[src/design/gbec_ram.sv]
// Generic single-write, single-read RAM with a registered read port.
// No dependencies.
module gbec_ram #(
   parameter int WIDTH = 8,
   parameter int DEPTH = 64
) (
   input  logic                     clock,
   input  logic                     wr_en,
   input  logic [$clog2(DEPTH)-1:0] wr_addr,
   input  logic [WIDTH-1:0]         wr_data,
   input  logic [$clog2(DEPTH)-1:0] rd_addr,
   output logic [WIDTH-1:0]         rd_data
);

   logic [WIDTH-1:0] mem_ff [DEPTH];
   logic [WIDTH-1:0] rd_data_ff;

   always_ff @(posedge clock) begin
      if (wr_en) begin
         mem_ff[wr_addr] <= wr_data;
      end
      rd_data_ff <= mem_ff[rd_addr];
   end

   assign rd_data = rd_data_ff;

endmodule

[config.mk]
export PLATFORM = sky130hd
export DESIGN_NAME = gbec_ram
export DESIGN_NICKNAME = d
export VERILOG_FILES = /design/src/design/gbec_ram.sv
export SDC_FILE = /design/constraint.sdc
export NUM_CORES = 1
export LEC_CHECK = 0
export ABC_CLOCK_PERIOD_IN_PS = 3220
export BUFFER_PORTS_ARGS = -buffer_cell sky130_fd_sc_hd__buf_2
export CAP_MARGIN = 20
export CORE_ASPECT_RATIO = 1.5
export CORE_MARGIN = 1.5
export CORE_UTILIZATION = 50
export DETAILED_ROUTE_END_ITERATION = 8
export GPL_ROUTABILITY_DRIVEN = 0
export PLACE_DENSITY = 0.66
export SETUP_SLACK_MARGIN = 0.4
export SYNTH_ARGS = -nofsm -noshare
export SYNTH_HDL_FRONTEND = slang
export SYNTH_SLANG_ARGS = --single-unit
[constraint.sdc]
create_clock -name clock -period 3.22 [get_ports clock]
set_input_delay 0.322 -clock clock [delete_from_list [all_inputs] [get_ports clock]]
set_output_delay 0.322 -clock clock [all_outputs]
set_load 0.01 [all_outputs]
== Word level (Yosys, flattened, before mapping) ==
Memory sizes are Yosys's and may differ from the RTL's. A register that Yosys moved wholly into a read port is not among the register bits.
Cells that the tools add are included.

* Mux-type cells: 2

{| class="wikitable"
|+ Operators by type and width
! kind !! number
|-
| $mux 1 || 2
|}

* Register bits: 0
* RAM bits: 512
* Output and inout port bits: 8
* Logic and storage cells: 3
* Memories: 1

{| class="wikitable"
|+ Memory list
! name !! depth !! width !! read ports !! clocked after memory_dff !! wr ports !! RTL line !! source
|-
| mem_ff || 64 || 8 || 1 || 1 || 1 || 15 || <nowiki>logic [WIDTH-1:0] mem_ff [DEPTH];</nowiki>
|}

== Longest topological paths before layout ==
* Depth in word-level cells: 2
* Mapped depth: 9
* Gate-level depth less buffers: 5

== Least setup slack after synthesis ==
OpenSTA, ideal clock, no wires.

* Path kind: in2reg
* Start: input rd_addr[1]
* End: register rd_data_ff[3] (netlist: rd_data[3]) (read register of mem_ff)
* Setup time: 128 ps
* Data arrival time: 1862 ps
* Setup slack: 1230 ps
* Stages on the path: 7
* Buffers on the path: 3
* Path through: buf_4 -> buf_2 -> buf_2 -> mux4_2 -> mux4_2 -> o21ai_1 -> o41ai_1

{| class="wikitable"
|+ RTL lines
! item !! RTL line !! source
|-
| start: declaration || 11 || <nowiki>input logic [$clog2(DEPTH)-1:0] rd_addr,</nowiki>
|-
| end: declaration || 16 || <nowiki>logic [WIDTH-1:0] rd_data_ff;</nowiki>
|}

==> flow_metrics.tcl <==
set metrics [dict create \
    layout_common_cells "edfxtp_1 (512), mux4_2 (126), nor2_1 (83), buf_4 (72), clkbuf_16 (47)" \
    internal-power_mw 11.0 \
    cpMaxStageDelayCell "mux4_2" \
    slew_headroom_pct 35.6 \
    core_area_um2 39500 \
    synth-seq-cells 520 \
    synthAdderAreaFrac_pct 0 \
    synth_fp_nets 962 \
    crit_path_start_kind "flop" \
    grt_max_degree 65 \
    finalWirelength_mm 45.5 \
    synth_top_family_by_area "multiplexers" \
    wl_met3_mm 3.10 \
    syn_area_um2 20200 \
    tns_ps 0 \
    final_common_cell "edfxtp_1" \
    fp.dieH_um 249 \
    p_clk_share_pct 40.2 \
    worstPathRequired_ps 3640 \
    final_cell_area_um2 22900 \
    clock_latency_ps 560 \
    cts-hold-fix-buffers 0 \
    ir_worst_vdd_mv 0.422 \
    first_pass_iters 5 \
    clkSinkCount 520 \
    netlist_instances 940 \
    pin_count 30 \
    cp-endpoint "rd_data[6]$_DFF_P_" \
    fmax_mhz 477 \
    syn2layout_area_growth_pct 13.5 \
    clkTransAtPathRegs_ps 70 \
    cts_tree "done" \
    power_frac_comb_pct 5.3 \
    rr_worst_depth 5 \
    min-delay-path-class "in -> reg" \
    cts_root_buffer "clkbuf_16" \
    startpoint "mem_ff[29][6]$_DFFE_PP_" \
    synthXorXnorAreaFrac_pct 0 \
    routed.top_layer "met4" \
    crit_fanout 1 \
    post_dp_cell_area_um2 21300 \
    rr_startpoint "mem_ff[29][6]$_DFFE_PP_" \
    yosysUniqueCellTypes 40 \
    drtIter0Drc 1065 \
    arrival_ps 2520 \
    yosysWarnings 0 \
    finalHoldViolCount 0 \
    worst-path-buf-inv 0 \
    wl_per_cell_um 28.7 \
    grt_setup_unrepaired "false" \
    cts-resized-gates 0 \
    vias 9748 \
    critPathKind "reg -> reg" \
    syn_avg_cell_area_um2 21.5 \
    clockBufferDepth 3 \
    h-tree-depth 2 \
    track_usage_pct 22.6 \
    die_w_um 167 \
    final_nets 1068 \
    p_sw_mw 2.79 \
    start_util_pct 51.0 \
    swShare_pct 20.3 \
    dp_hpwl_mm 29.6 \
    fin_crit_sh_pct 65.0 \
    p_seq_share_pct 54.5 \
    critical_path.cell_chain "mux4_2 > mux2_2 > o221a_2 > nor3_1 > o32ai_1" \
    r2r_slack_ps 1130 \
    seq_area_frac_synth_pct 77.0 \
    drive_gt1_share_pct 29.3 \
    synthSimpleGateAreaFrac_pct 3.39 \
    via_per_inst 6.15 \
    grt_pass1_wl_mm 67.6 \
    rr_endpoint "rd_data[6]$_DFF_P_" \
    post-cts-setup-buffer-count 0 \
    rows 89 \
    fin_crit_ps 2090 \
    synth_compound_area_share_pct 2.07 \
    die_area_um2 41600 \
    skew_ps 18.1 \
    route.met2.wl_mm 23.6 \
    drv_slew 0 \
    power_leakage_nw 7.28 \
    cap_violations 0 \
    wl_met1_mm 17.4 \
    power_mw 13.8 \
    setup_viol 0 \
    cpPeakStageDelay_ps 490 \
    grt_overflow_total 0 \
    crit_cells 5 \
    cp_top_family "multiplexers" \
    synth_edf_count 512 \
    cts_made_buffers 45 \
    ys.flop_type "edfxtp_1" \
    ant_nets 0 \
    power.density_nw_per_um2 602 \
    cp-end-kind "flop" \
    worstMarginPinSlew_ps 966 \
    async_reset_ff_share_pct 0 \
    synthMuxAreaShare_pct 15.9 \
    antenna_found_initial 2 \
    grt_pass1_vias 10100 \
    status "complete, no violations" \
    drc 0 \
    port_buffers 29 \
]
per-layer routing:
metal  vias up  track usage, %
met3        70            3.32
met5         -               0
met2       370            38.5
met1      5180            29.8
met4         0            8.08
li1       4128               -
worst reg2reg max path, delay by kind of cell (launching register included):
kind	cells	cell delay (ps)
flip-flops	1	350
multiplexers	2	770
AO/OA/AOI/OAI	2	450
AND/OR/NAND/NOR	1	390
per-stage QoR:
step	setup WS, ps	instances	hold slack (ps)	util, %
finish	1130	1584	119	57.9
floorplan	1230	940	421	-
CTS	1150	1579	216	57.8
global placement	579	1494	739	53.8
global route	1070	1584	122	57.9
detailed placement	597	1496	736	53.9
cell usage after synthesis (4+ instances only):
library cell / instances / area, um^2
clkbuf_1: 17 / 63.8
buf_6: 4 / 45.0
buf_1: 4 / 15.0
dfxtp_1: 8 / 160
nor2_1: 83 / 312
nand2_1: 19 / 71.3
nor3_1: 7 / 35.0
mux2i_1: 23 / 230
mux4_2: 126 / 2840
nor2b_1: 14 / 87.6
buf_2: 11 / 55.1
buf_4: 13 / 97.6
a211oi_1: 4 / 30.0
o221ai_1: 8 / 70.1
o22ai_1: 8 / 50.1
a221oi_1: 6 / 52.6
mux2_2: 13 / 146
nand2b_1: 7 / 43.8
edfxtp_1: 512 / 15400
nand3_1: 13 / 65.1
sequential cells by signal (all words and copies together), names as in the netlist:
register,count
mem_ff,512
rd_data,8
how the worst min path moves through the flow:
stage          cells past startpoint          startpoint  slack [ps]                      end
3_3_place_gp                       1  rd_data[6]$_DFF_P_         740               rd_data[6]
2_1_floorplan                      0          wr_data[0]         420   mem_ff[0][0]$_DFFE_PP_
4_1_cts                            1          wr_data[6]         220  mem_ff[42][6]$_DFFE_PP_
6_report                           1          wr_data[7]         120  mem_ff[52][7]$_DFFE_PP_
5_1_grt                            1          wr_data[7]         120  mem_ff[50][7]$_DFFE_PP_
3_5_place_dp                       1  rd_data[6]$_DFF_P_         740               rd_data[6]
logic make-up after synthesis:
| kind of cell | after synthesis |
|---|---|
| compound gates | 54 |
| buf+inv | 51 |
| flops | 520 |
| mux | 162 |
| simple gates | 153 |
power by group through the flow:
stage / sequential (mW) / clock, mW / combinational (mW)
2_1_floorplan: 7.65 / 0 / 0.399
3_3_place_gp: 7.66 / 0 / 0.709
3_5_place_dp: 7.66 / 0 / 0.726
4_1_cts: 7.51 / 5.61 / 0.727
5_1_grt: 7.51 / 5.85 / 0.776
6_report: 7.51 / 5.54 / 0.728
final cells by class:
class	instances	area (um^2)
Tap cell	500	626
Sequential cell	520	15500
Antenna cell	2	5.00
Clock buffer	61	1250
Timing Repair Buffer	110	905
Multi-Input combinational cell	369	4320
Fill cell	2812	16600
Clock inverter	22	262
Power figures use the tool's default switching activity.
